`config.mk`:
```
export PLATFORM = sky130hd
export DESIGN_NAME = counting_semaphore_fifo_wait
export DESIGN_NICKNAME = d
export VERILOG_FILES = /design/src/hdl/sfw_pkg.sv /design/src/hdl/sfw_cell.sv /design/src/hdl/counting_semaphore_fifo_wait.sv
export SDC_FILE = /design/constraint.sdc
export NUM_CORES = 1
export LEC_CHECK = 0
export BUFFER_PORTS_ARGS = -buffer_cell sky130_fd_sc_hd__buf_2
export CAP_MARGIN = 25
export CORE_MARGIN = 2
export CORE_UTILIZATION = 62
export CTS_CLUSTER_DIAMETER = 120
export DETAILED_ROUTE_END_ITERATION = 10
export GPL_TIMING_DRIVEN = 0
export PLACE_DENSITY_LB_ADDON = 0.05
export SETUP_SLACK_MARGIN = 0.3
export SLEW_MARGIN = 20
export SYNTH_ARGS = -nofsm -noshare
export SYNTH_HDL_FRONTEND = slang
export SYNTH_HIERARCHICAL = 1
export SYNTH_SLANG_ARGS = --single-unit
```
`constraint.sdc`:
```
create_clock -name clk -period 7.6 [get_ports clk]
set_input_delay 1.14 -clock clk [delete_from_list [all_inputs] [get_ports clk]]
set_output_delay 1.14 -clock clk [all_outputs]
set_load 0.01 [all_outputs]
```
`src/hdl/sfw_pkg.sv`:
```
`timescale 1ns / 1ps
`default_nettype none

package sfw_pkg;

  // default sizes
  localparam int QUEUE_DEPTH_DEF  = 16;
  localparam int THREAD_COUNT_DEF = 256;

  // semaphore count: 18-bit two's complement
  localparam int                 COUNT_W   = 18;
  localparam logic [COUNT_W-1:0] COUNT_MAX = {1'b0, {(COUNT_W-1){1'b1}}};

  // configuration register width
  localparam int INIT_W = 16;

  // operation codes
  localparam logic [1:0] OP_WAIT   = 2'd0;
  localparam logic [1:0] OP_SIGNAL = 2'd1;
  localparam logic [1:0] OP_CLOSE  = 2'd2;
  localparam logic [1:0] OP_OPEN   = 2'd3;

  // status codes
  localparam logic [1:0] ST_OK     = 2'd0;
  localparam logic [1:0] ST_CLOSED = 2'd1;
  localparam logic [1:0] ST_FULL   = 2'd2;

  // commands broadcast to every queue cell
  typedef struct packed {
    logic clear;
    logic pop;
    logic push;
  } cell_ctl_t;

endpackage

`default_nettype wire

```
`src/hdl/sfw_cell.sv`:
```
`timescale 1ns / 1ps
`default_nettype none

module sfw_cell #(
  parameter int TID_W = 8
) (
  input  wire              clk,
  input  wire              rst,
  input  sfw_pkg::cell_ctl_t ctl,
  input  wire              prev_occ,
  input  wire              next_occ,
  input  wire  [TID_W-1:0] next_tid,
  input  wire  [TID_W-1:0] push_tid,
  output logic             occ,
  output logic [TID_W-1:0] tid
);
  import sfw_pkg::*;

  logic take_push;

  // the first free cell behind an occupied one takes a pushed id
  assign take_push = ctl.push && !occ && prev_occ;

  // occupancy, shifts toward the head on a pop
  always_ff @(posedge clk) begin
    if (rst || ctl.clear) begin
      occ <= 1'b0;
    end else if (ctl.pop) begin
      occ <= next_occ;
    end else if (take_push) begin
      occ <= 1'b1;
    end
  end

  // thread id payload
  always_ff @(posedge clk) begin
    if (ctl.pop) begin
      tid <= next_tid;
    end else if (take_push) begin
      tid <= push_tid;
    end
  end

endmodule

`default_nettype wire

```
`src/hdl/counting_semaphore_fifo_wait.sv`:
```
`timescale 1ns / 1ps
`default_nettype none

// Counting semaphore with a FIFO of waiting thread ids, held in a row of
// QUEUE_DEPTH cells where cell 0 is the oldest waiter. Open, wait and signal
// produce one result each and can be accepted every cycle while the result
// register drains. Close on an open semaphore with N waiters enters a drain
// in which the cell row shifts out one waiter per cycle while the result
// register drains, one result per waiter, last on the final one; close with no
// waiters gives a single result. No new item is accepted during that drain.
// After reset the semaphore is closed and initial_count is 0; there is no
// clearing pass. initial_count may only be written while the block is idle.
module counting_semaphore_fifo_wait #(
  parameter int QUEUE_DEPTH  = sfw_pkg::QUEUE_DEPTH_DEF,
  parameter int THREAD_COUNT = sfw_pkg::THREAD_COUNT_DEF,
  localparam int TID_W       = $clog2(THREAD_COUNT)
) (
  input  wire                     clk,
  input  wire                     rst,
  // configuration
  input  wire                     cfg_en,
  input  wire  [sfw_pkg::INIT_W-1:0] cfg_data,
  // request channel
  input  wire                     in_valid,
  output logic                    in_ready,
  input  wire  [1:0]              operation,
  input  wire  [TID_W-1:0]        thread_id,
  // result channel
  output logic                    out_valid,
  input  wire                     out_ready,
  output logic [1:0]              status,
  output logic                    blocked,
  output logic                    woke_valid,
  output logic [TID_W-1:0]        woke_thread,
  output logic                    last
);
  import sfw_pkg::*;

  typedef enum logic [1:0] {
    S_IDLE  = 2'b01,
    S_DRAIN = 2'b10
  } state_t;

  state_t             state, state_next;
  logic [INIT_W-1:0]  initial_count;
  logic [COUNT_W-1:0] count, count_next;
  logic               closed, closed_next;

  logic [QUEUE_DEPTH-1:0] occ;
  logic [QUEUE_DEPTH-1:0] next_occ;
  logic [TID_W-1:0]       tid_q [QUEUE_DEPTH];
  cell_ctl_t              ctl;

  logic             out_free, in_fire, drain_fire, drain_last;
  logic             q_full, q_empty, cnt_le0, cnt_neg, cnt_sat;
  logic             load_out;
  logic [1:0]       res_status;
  logic             res_blocked, res_woke, res_last;
  logic [TID_W-1:0] res_thread;

  // handshake
  assign out_free   = !out_valid || out_ready;
  assign in_ready   = (state == S_IDLE) && out_free;
  assign in_fire    = in_valid && in_ready;
  assign drain_fire = (state == S_DRAIN) && out_free;
  assign drain_last = !next_occ[0];

  // queue and count conditions
  assign q_full  = occ[QUEUE_DEPTH-1];
  assign q_empty = !occ[0];
  assign cnt_neg = count[COUNT_W-1];
  assign cnt_le0 = cnt_neg || (count == '0);
  assign cnt_sat = (count == COUNT_MAX);

  // row of queue cells, head at index 0
  for (genvar i = 0; i < QUEUE_DEPTH; i++) begin : g_cell
    logic             prev_o;
    logic [TID_W-1:0] next_t;
    if (i == 0) begin : g_head
      assign prev_o = 1'b1;
    end else begin : g_body
      assign prev_o = occ[i-1];
    end
    if (i == QUEUE_DEPTH - 1) begin : g_tail
      assign next_occ[i] = 1'b0;
      assign next_t      = '0;
    end else begin : g_inner
      assign next_occ[i] = occ[i+1];
      assign next_t      = tid_q[i+1];
    end
    sfw_cell #(
      .TID_W (TID_W)
    ) u_cell (
      .clk      (clk),
      .rst      (rst),
      .ctl      (ctl),
      .prev_occ (prev_o),
      .next_occ (next_occ[i]),
      .next_tid (next_t),
      .push_tid (thread_id),
      .occ      (occ[i]),
      .tid      (tid_q[i])
    );
  end

  // operation decode
  always_comb begin
    state_next  = state;
    count_next  = count;
    closed_next = closed;
    ctl         = '0;
    load_out    = 1'b0;
    res_status  = ST_OK;
    res_blocked = 1'b0;
    res_woke    = 1'b0;
    res_thread  = '0;
    res_last    = 1'b1;
    if (drain_fire) begin
      ctl.pop    = 1'b1;
      load_out   = 1'b1;
      res_woke   = 1'b1;
      res_thread = tid_q[0];
      res_last   = drain_last;
      if (drain_last) begin
        closed_next = 1'b1;
        state_next  = S_IDLE;
      end
    end else if (in_fire) begin
      load_out = 1'b1;
      if (operation == OP_OPEN) begin
        count_next  = {{(COUNT_W-INIT_W){1'b0}}, initial_count};
        ctl.clear   = 1'b1;
        closed_next = 1'b0;
      end else if (closed) begin
        res_status = ST_CLOSED;
      end else begin
        case (operation)
          OP_WAIT: begin
            if (cnt_le0 && q_full) begin
              res_status = ST_FULL;
            end else begin
              count_next  = count - COUNT_W'(1);
              ctl.push    = cnt_le0;
              res_blocked = cnt_le0;
            end
          end
          OP_SIGNAL: begin
            if (cnt_sat) begin
              res_status = ST_FULL;
            end else begin
              count_next = count + COUNT_W'(1);
              if (cnt_neg && !q_empty) begin
                ctl.pop    = 1'b1;
                res_woke   = 1'b1;
                res_thread = tid_q[0];
              end
            end
          end
          OP_CLOSE: begin
            if (q_empty) begin
              closed_next = 1'b1;
            end else begin
              load_out   = 1'b0;
              state_next = S_DRAIN;
            end
          end
          default: begin
          end
        endcase
      end
    end
  end

  // control state
  always_ff @(posedge clk) begin
    if (rst) begin
      state         <= S_IDLE;
      count         <= '0;
      closed        <= 1'b1;
      initial_count <= '0;
      out_valid     <= 1'b0;
    end else begin
      state  <= state_next;
      count  <= count_next;
      closed <= closed_next;
      if (cfg_en) begin
        initial_count <= cfg_data;
      end
      if (load_out) begin
        out_valid <= 1'b1;
      end else if (out_ready) begin
        out_valid <= 1'b0;
      end
    end
  end

  // result register
  always_ff @(posedge clk) begin
    if (load_out) begin
      status      <= res_status;
      blocked     <= res_blocked;
      woke_valid  <= res_woke;
      woke_thread <= res_thread;
      last        <= res_last;
    end
  end

  // occupied cells always form a contiguous run from the head
  a_occ_contig: assert property (@(posedge clk) disable iff (rst)
    (occ & (occ + QUEUE_DEPTH'(1))) == '0)
    else $error("queue cells not contiguous");

  // draining only happens with a waiter at the head
  a_drain_nonempty: assert property (@(posedge clk) disable iff (rst)
    (state == S_DRAIN) |-> occ[0])
    else $error("drain with empty queue");

  // the final waiter of a close leaves the semaphore closed and empty
  a_drain_done: assert property (@(posedge clk) disable iff (rst)
    (drain_fire && drain_last) |=> (closed && !occ[0] && state == S_IDLE))
    else $error("close did not finish");

  // a blocked caller is never reported with a wakeup or an error
  a_blocked_ok: assert property (@(posedge clk) disable iff (rst)
    (out_valid && blocked) |-> (status == ST_OK && !woke_valid && last))
    else $error("blocked result malformed");

endmodule

`default_nettype wire

```
==> results of run 1 <==
-- cell usage after synthesis (all sizes together) (11+ instances only) --
cell / count
and2: 11
nand2: 45
dfxtp: 54
nor2b: 19
nor2: 50
edfxtp: 141
mux2i: 19
o21bai: 16
mux2: 128
a2111oi: 18
ha: 16
clkbuf: 12
a21oi: 22
buf: 24
o21ai: 17
-- registers in the layout (all words and copies together) (netlist names) --
signal	cells
blocked	1
woke_valid	1
woke_thread	8
out_valid	1
g_cell.u_cell/occ	16
count	18
closed	1
last	1
state	2
initial_count	16
g_cell.u_cell/tid	128
status	2
-- per-layer routing --
metal	up-vias	track usage
met3	18	0.0500
met2	121	0.397
met5	-	0
met4	0	0.0740
met1	3004	0.317
li1	2887	-
-- through the flow --
stage / worst slack [ns] / std cells
after floorplan: 1.29 / 721
after global placement: -1.00 / 976
after detailed placement: 3.44 / 984
after CTS: 3.89 / 1015
after global routing: 3.70 / 1015
final: 3.84 / 1015
-- cells by family (layout without fill, tap and decap cells) --
family,count (synthesis),in the layout,synth area share
xor gates and xnor gates,7,7,0.00627
buffers and inverters,46,129,0.0343
and+or+nand+nor,174,174,0.101
AOI/OAI and AO/OA,125,125,0.125
other,2,10,0.000768
DFF,195,195,0.543
adders and majority gates,17,17,0.0225
muxes,147,147,0.167
-- power by group --
part / internal (W) / leakage, nW / switching (W) / total (W)
registers: 0.00115 / 1.72 / 0.0000139 / 0.00117
logic: 0.000101 / 1.87 / 0.000140 / 0.000242
clock network: 0.000487 / 0.274 / 0.000393 / 0.000880
total: 0.00174 / 3.87 / 0.000547 / 0.00229
-- how the worst max path moves through the flow --
stage,depth (start not counted),slack [ns],endpoint,startpoint
after global routing,9,3.70,g_cell[15].u_cell/tid[6],out_ready
after global placement,7,-1.00,g_cell[6].u_cell/tid[1],out_ready
after floorplan,6,1.29,g_cell[0].u_cell/tid[0],out_ready
final,8,3.84,g_cell[2].u_cell/tid[2],out_ready
after detailed placement,8,3.44,g_cell[1].u_cell/tid[4],out_ready
after CTS,8,3.89,g_cell[1].u_cell/tid[6],out_ready
-- worst max-delay path, cell delays in order --
cell and delay [ns]:
buf_2 0.07, nand2b_1 0.16, and3b_1 0.28, nand2_1 0.27, nor4_2 0.74, buf_2 0.34, nand2_1 0.14, o21bai_1 0.65
-- cell type report --
type,instances,share of cell area
Sequential cell,195,0.485
Multi-Input combinational cell,480,0.381
Clock buffer,17,0.0388
Buffer,36,0.0272
Timing Repair Buffer,52,0.0263
Tap cell,211,0.0241
Clock inverter,14,0.0139
Inverter,10,0.00342
==> impl_results.md, run 1 <==
- FF+latch count, synth: 195
- Worst hold margin: 0.490 ns
- Post-DP HPWL: 13,500 µm
- Peak supply drop: roughly 0.00017 V
- RR Startpoint: count[9]
- Critical Path RT: 7.66 ns
- Total GRT Usage: 0.239
- Syn Area/Cell: ~14 µm²
- Area delta synth->final: 12.1%
- Core area: 15,300 µm²
- Post-DRT Antenna Nets: 0
- Post-synth top area cell: edfxtp_1
- Layout Utilization: 0.716
- Cell Area, Synth: ~9800 µm²
- CP Capture Type: flop
- Die area: 16,800 µm²
- RSZ-0062 raised after global routing: false
- Post-cts resize count: 0
- Max Clk Rate: ~270 MHz
- Worst-path clk slew: around 0.07 ns
- Skew-Pair Late Insertion Delay: 0.43 ns
- R2r endpoint: g_cell[2].u_cell/tid[2]
- Clock skew: roughly 0.0087 ns
- CTS sink count: 195
- Reg2Reg Setup Slack: between 4 and 5 ns
- Yosys cell types: between 60 and 70
- Via Count: 6,030
- Power Density: 209 nW/µm²
- Top cells by area, synth: edfxtp_1 (43%), mux2_2 (13%), dfxtp_1 (11%)
- Via density: 5.94
- Initial antenna violation count: 0
- Max cap viols: 0
- Endpoints failing setup: 0
- Outcome: finished clean
- DRT Pass-1 Iters: 5
- Initial Util: 0.639
- CP Class: in -> reg
- Max H-tree Level: 4
- Crit path launch type: primary input
- Min-delay src: initial_count[8]
- Largest net degree at the start of global routing: 23
- CTS tree: yes
- Hold Crit Class: reg -> reg
- Worst-path fanout max: 9
- Register area: 5320 µm²
- Worst Reg-to-Reg Cells: 8
- First-pass GRT wire length: about 31,000 µm
- Async SR Flop Fraction: 0
- Number of synthesized flops with an enable pin: between 100 and 150
- Drt drc: 0
- Setup TNS: 0 ns
- Multi-input logic area: about 4200 µm²
- WHS Endpoint: count[8]
- Register area share after synthesis: 0.543
- Slew headroom: 0.439
- Overall die height: between 100 and 150 µm
- IO Port Bufs: 44
- Chip Width: around 130 µm
- Cells after synthesis: 713
- ANT cells: 0
- Leakage power: 3.87 nW
- Met2 wire len: between 9000 and 10,000 µm
- Routed len/inst: 18.6 µm
- TritonCTS buffer count: 17
- Drt initial violations: around 380
- Commonest non-fill, non-tap cells in the layout: edfxtp_1 (141), mux2_2 (112), dfxtp_1 (54)
- WP data arrival: 3.81 ns
- Vias in the first global route: 6,011
- Crit share post-route: 0.494
- Ports: 46
- Routed metal-1 wire length: 8670 µm
- Nets@finish: 840
- Top sig layer: met4
- Synth top area share: 0.433
- Drt total wl: about 19,000 µm
- Design Area, Final: 11,000 µm²
- Minimum clock period: 3.76 ns
- Routed met3 length: 683 µm
- Layout cell share with drive strength beyond 1: 0.327
- Clock root buffer: clkbuf_16
- Total grt overflow: 0
- # rows: 45
- Most common cell after layout, fill and taps aside: edfxtp_1
- Predominant post-synthesis flop cell: edfxtp_1
- Fillers: around 1,100
- Final Power: 0.00229 W
- Hold path cells: 2
- Final Hold Fails: 0
- CTS Hold Bufs: 0
- Ys Warns: 6
- Clk buf depth: 2
- Final Max Slew Viols: 0
- Total placed instance area: 10,400 µm²
- GP Congestion: 0.944
- Setup Fix Bufs, Post-CTS: 0
- Slew @ Worst Pin: ~0.84 ns
No activity file was read; power rests on OpenSTA's default activity.
==> inputs of run 2 (changes only) <==
==> constraint.sdc (replaced) <==
create_clock -name clk -period 3.85 [get_ports clk]
set_input_delay 0.5775 -clock clk [delete_from_list [all_inputs] [get_ports clk]]
set_output_delay 0.5775 -clock clk [all_outputs]
set_load 0.01 [all_outputs]
==> impl_results.md, run 2 (synthesized netlist as in run 1, its figures left out) <==
- Area delta synth->final: 12.3% (was 12.1%)
- Layout cell share with drive strength beyond 1: 0.330 (was 0.327)
- Setup Fix Bufs, Post-CTS: 0 (unchanged)
- CP Capture Type: flop (unchanged)
- Net Sw Frac: 0.246 (was 0.239)
- CTS sink count: 195 (unchanged)
- Initial antenna violation count: 0 (unchanged)
- Slew headroom: 0.419 (was 0.439)
- Chip Width: 130 µm (unchanged)
- First-pass GRT wire length: 31,400 µm (was 30,700 µm)
- Total GRT Usage: 0.244 (was 0.239)
- Outcome: finished clean (unchanged)
- Clock root buffer: clkbuf_16 (unchanged)
- Register area: 5320 µm² (unchanged)
- Crit share post-route: 0.849
- Layout Utilization: 0.717 (was 0.716)
- Leakage power: 3.89 nW (was 3.87 nW)
- Slew @ Worst Pin: 0.871 ns (was 0.841 ns)
- Drt initial violations: 382 (was 381)
- Worst-path clk slew: 0.07 ns (about the same)
- DRT Pass-1 Iters: 5 (unchanged)
- Met1 usage: 0.325 (was 0.317)
- Final Hold Fails: 0 (unchanged)
- Final Max Slew Viols: 0 (unchanged)
- Vias in the first global route: 6,126 (was 6,011)
- Drt drc: 0 (unchanged)
- Part of the power in registers: 0.513 (was 0.510)
- Commonest non-fill, non-tap cells in the layout: edfxtp_1 (141), mux2_2 (112), dfxtp_1 (54) (unchanged)
- Core area: 15,300 µm² (unchanged)
- Max cap viols: 0 (unchanged)
- Clock skew: 0.0136 ns (was 0.00875 ns)
- Global routing met3 resource utilization: 0.0574 (was 0.0500)
- Final Power: 0.00449 W (was 0.00229 W)
- Switch Pwr: 0.00111 W (was 0.000547 W)
- GR Util met2: 0.402 (was 0.397)
- Skew-Pair Late Insertion Delay: 0.44 ns (was 0.43 ns)
- # rows: 45 (unchanged)
- Largest net degree at the start of global routing: 23 (unchanged)
- Minimum clock period: 3.27 ns
- Via Count: 6,016 (was 6,030)
- Power Density: 409 nW/µm² (was 209 nW/µm²)
- Max Clk Rate: around 310 MHz
- ANT cells: 0 (unchanged)
- Critical Path RT: 3.91 ns (was 7.66 ns)
- IO Port Bufs: 44 (unchanged)
- Total grt overflow: 0 (unchanged)
- Fillers: 1,076 (was 1,087)
- Die area: 16,800 µm² (unchanged)
- Max H-tree Level: 4 (unchanged)
- CTS Hold Bufs: 0 (unchanged)
- Largest regs: g_cell.u_cell/tid: 128 flops, count: 18 flops (unchanged)
- Clock network fraction of total power: 0.381 (was 0.384)
- Hold Crit Class: in -> reg (was reg -> reg)
- Nets@finish: 837 (was 840)
- Largest Register: g_cell.u_cell/tid (unchanged)
- Clk buf depth: 2 (unchanged)
- Worst-path fanout max: 9 (unchanged)
- Overall die height: 130 µm (unchanged)
- Setup TNS: 0 ns (unchanged)
- Routed len/inst: 18.8 µm (was 18.6 µm)
- GP Congestion: 0.939 (was 0.944)
- GRT busiest layer: met2 (unchanged)
- Post-DP HPWL: 13,500 µm (about the same)
- Worst hold margin: 0.375 ns (was 0.490 ns)
- Initial Util: 0.639 (unchanged)
- Comb pwr share: 0.106 (about the same)
- Max reg flops: 128 (unchanged)
- Peak supply drop: 0.000325 V (was 0.000166 V)
- Most common cell after layout, fill and taps aside: edfxtp_1 (unchanged)
- Multi-input logic area: 4210 µm² (was 4180 µm²)
- RSZ-0062 raised after global routing: false (unchanged)
- WP data arrival: 3.33 ns (was 3.81 ns)
- CP Class: reg -> reg (was in -> reg)
- Drt total wl: 19,100 µm (was 18,800 µm)
- TritonCTS buffer count: 17 (unchanged)
- Post-DRT Antenna Nets: 0 (unchanged)
- Ports: 46 (unchanged)
- P_int: 0.00339 W (was 0.00174 W)
- CTS tree: yes (unchanged)
- Via density: 5.94 (about the same)
- Endpoints failing setup: 0 (unchanged)
- Crit path launch type: flop (was primary input)
-- run 2: stage by stage --
stage | instance area (µm²) | instances | setup WS, ns
after CTS | 11000 | 1013 | 0.534
after detailed placement | 10400 | 981 | 0.262
after floorplan | 9830 | 721 | 0.322
final | 11000 | 1013 | 0.582
after global placement | 10300 | 976 | -0.815
after global routing | 11000 | 1013 | 0.322
-- run 2: critical path, stage by stage (launching register included) --
cell,delay [ns]
dfxtp_1,0.35
nor4_1,0.29
and3_1,0.21
a41o_1,0.20
nand2_1,0.09
nor4_2,0.61
buf_2,0.35
nand2_1,0.14
o21bai_1,0.65
-- run 2: area by class of cell --
cell class                 instances  share of cell area
timing repair buffer              49              0.0261
buffer                            36              0.0271
sequential                       195               0.484
tap                              211              0.0240
clock inverter                    15              0.0132
clock buffer                      17              0.0387
multi-input combinational        480               0.383
inverter                          10             0.00342
-- run 2: power by group through the flow --
stage	registers, W	logic, W	clock network [W]
2_1_floorplan	0.00234	0.000329	0
3_3_place_gp	0.00235	0.000447	0
3_5_place_dp	0.00235	0.000464	0
4_1_cts	0.00230	0.000471	0.00175
5_1_grt	0.00231	0.000523	0.00182
6_report	0.00230	0.000477	0.00171
-- run 2: final timing paths --
| kind | startpoint | endpoint | slack (ns) | depth (start not counted) |
|---|---|---|---|---|
| setup reg to reg | count[9] | g_cell[1].u_cell/tid[4] | 0.58 | 8 |
| hold / removal | cfg_data[8] | initial_count[8] | 0.38 | 3 |
| hold reg to reg | initial_count[7] | count[7] | 0.48 | 2 |
| setup / recovery | count[9] | g_cell[1].u_cell/tid[4] | 0.58 | 8 |
-- run 2: timing repair --
item / in CTS / in global routing
hold endpoints to repair: 0 / 0
setup endpoints to repair: 0 / 32
gates resized for setup: 0 / 4
-- run 2: per-layer routing --
metal | routed length (µm) | part of all wire | up-vias
met5 | 0 | 0 | -
met4 | 267 | 0.014 | 0
met3 | 914 | 0.048 | 23
met2 | 9350 | 0.49 | 154
met1 | 8560 | 0.45 | 2949
li1 | - | - | 2890
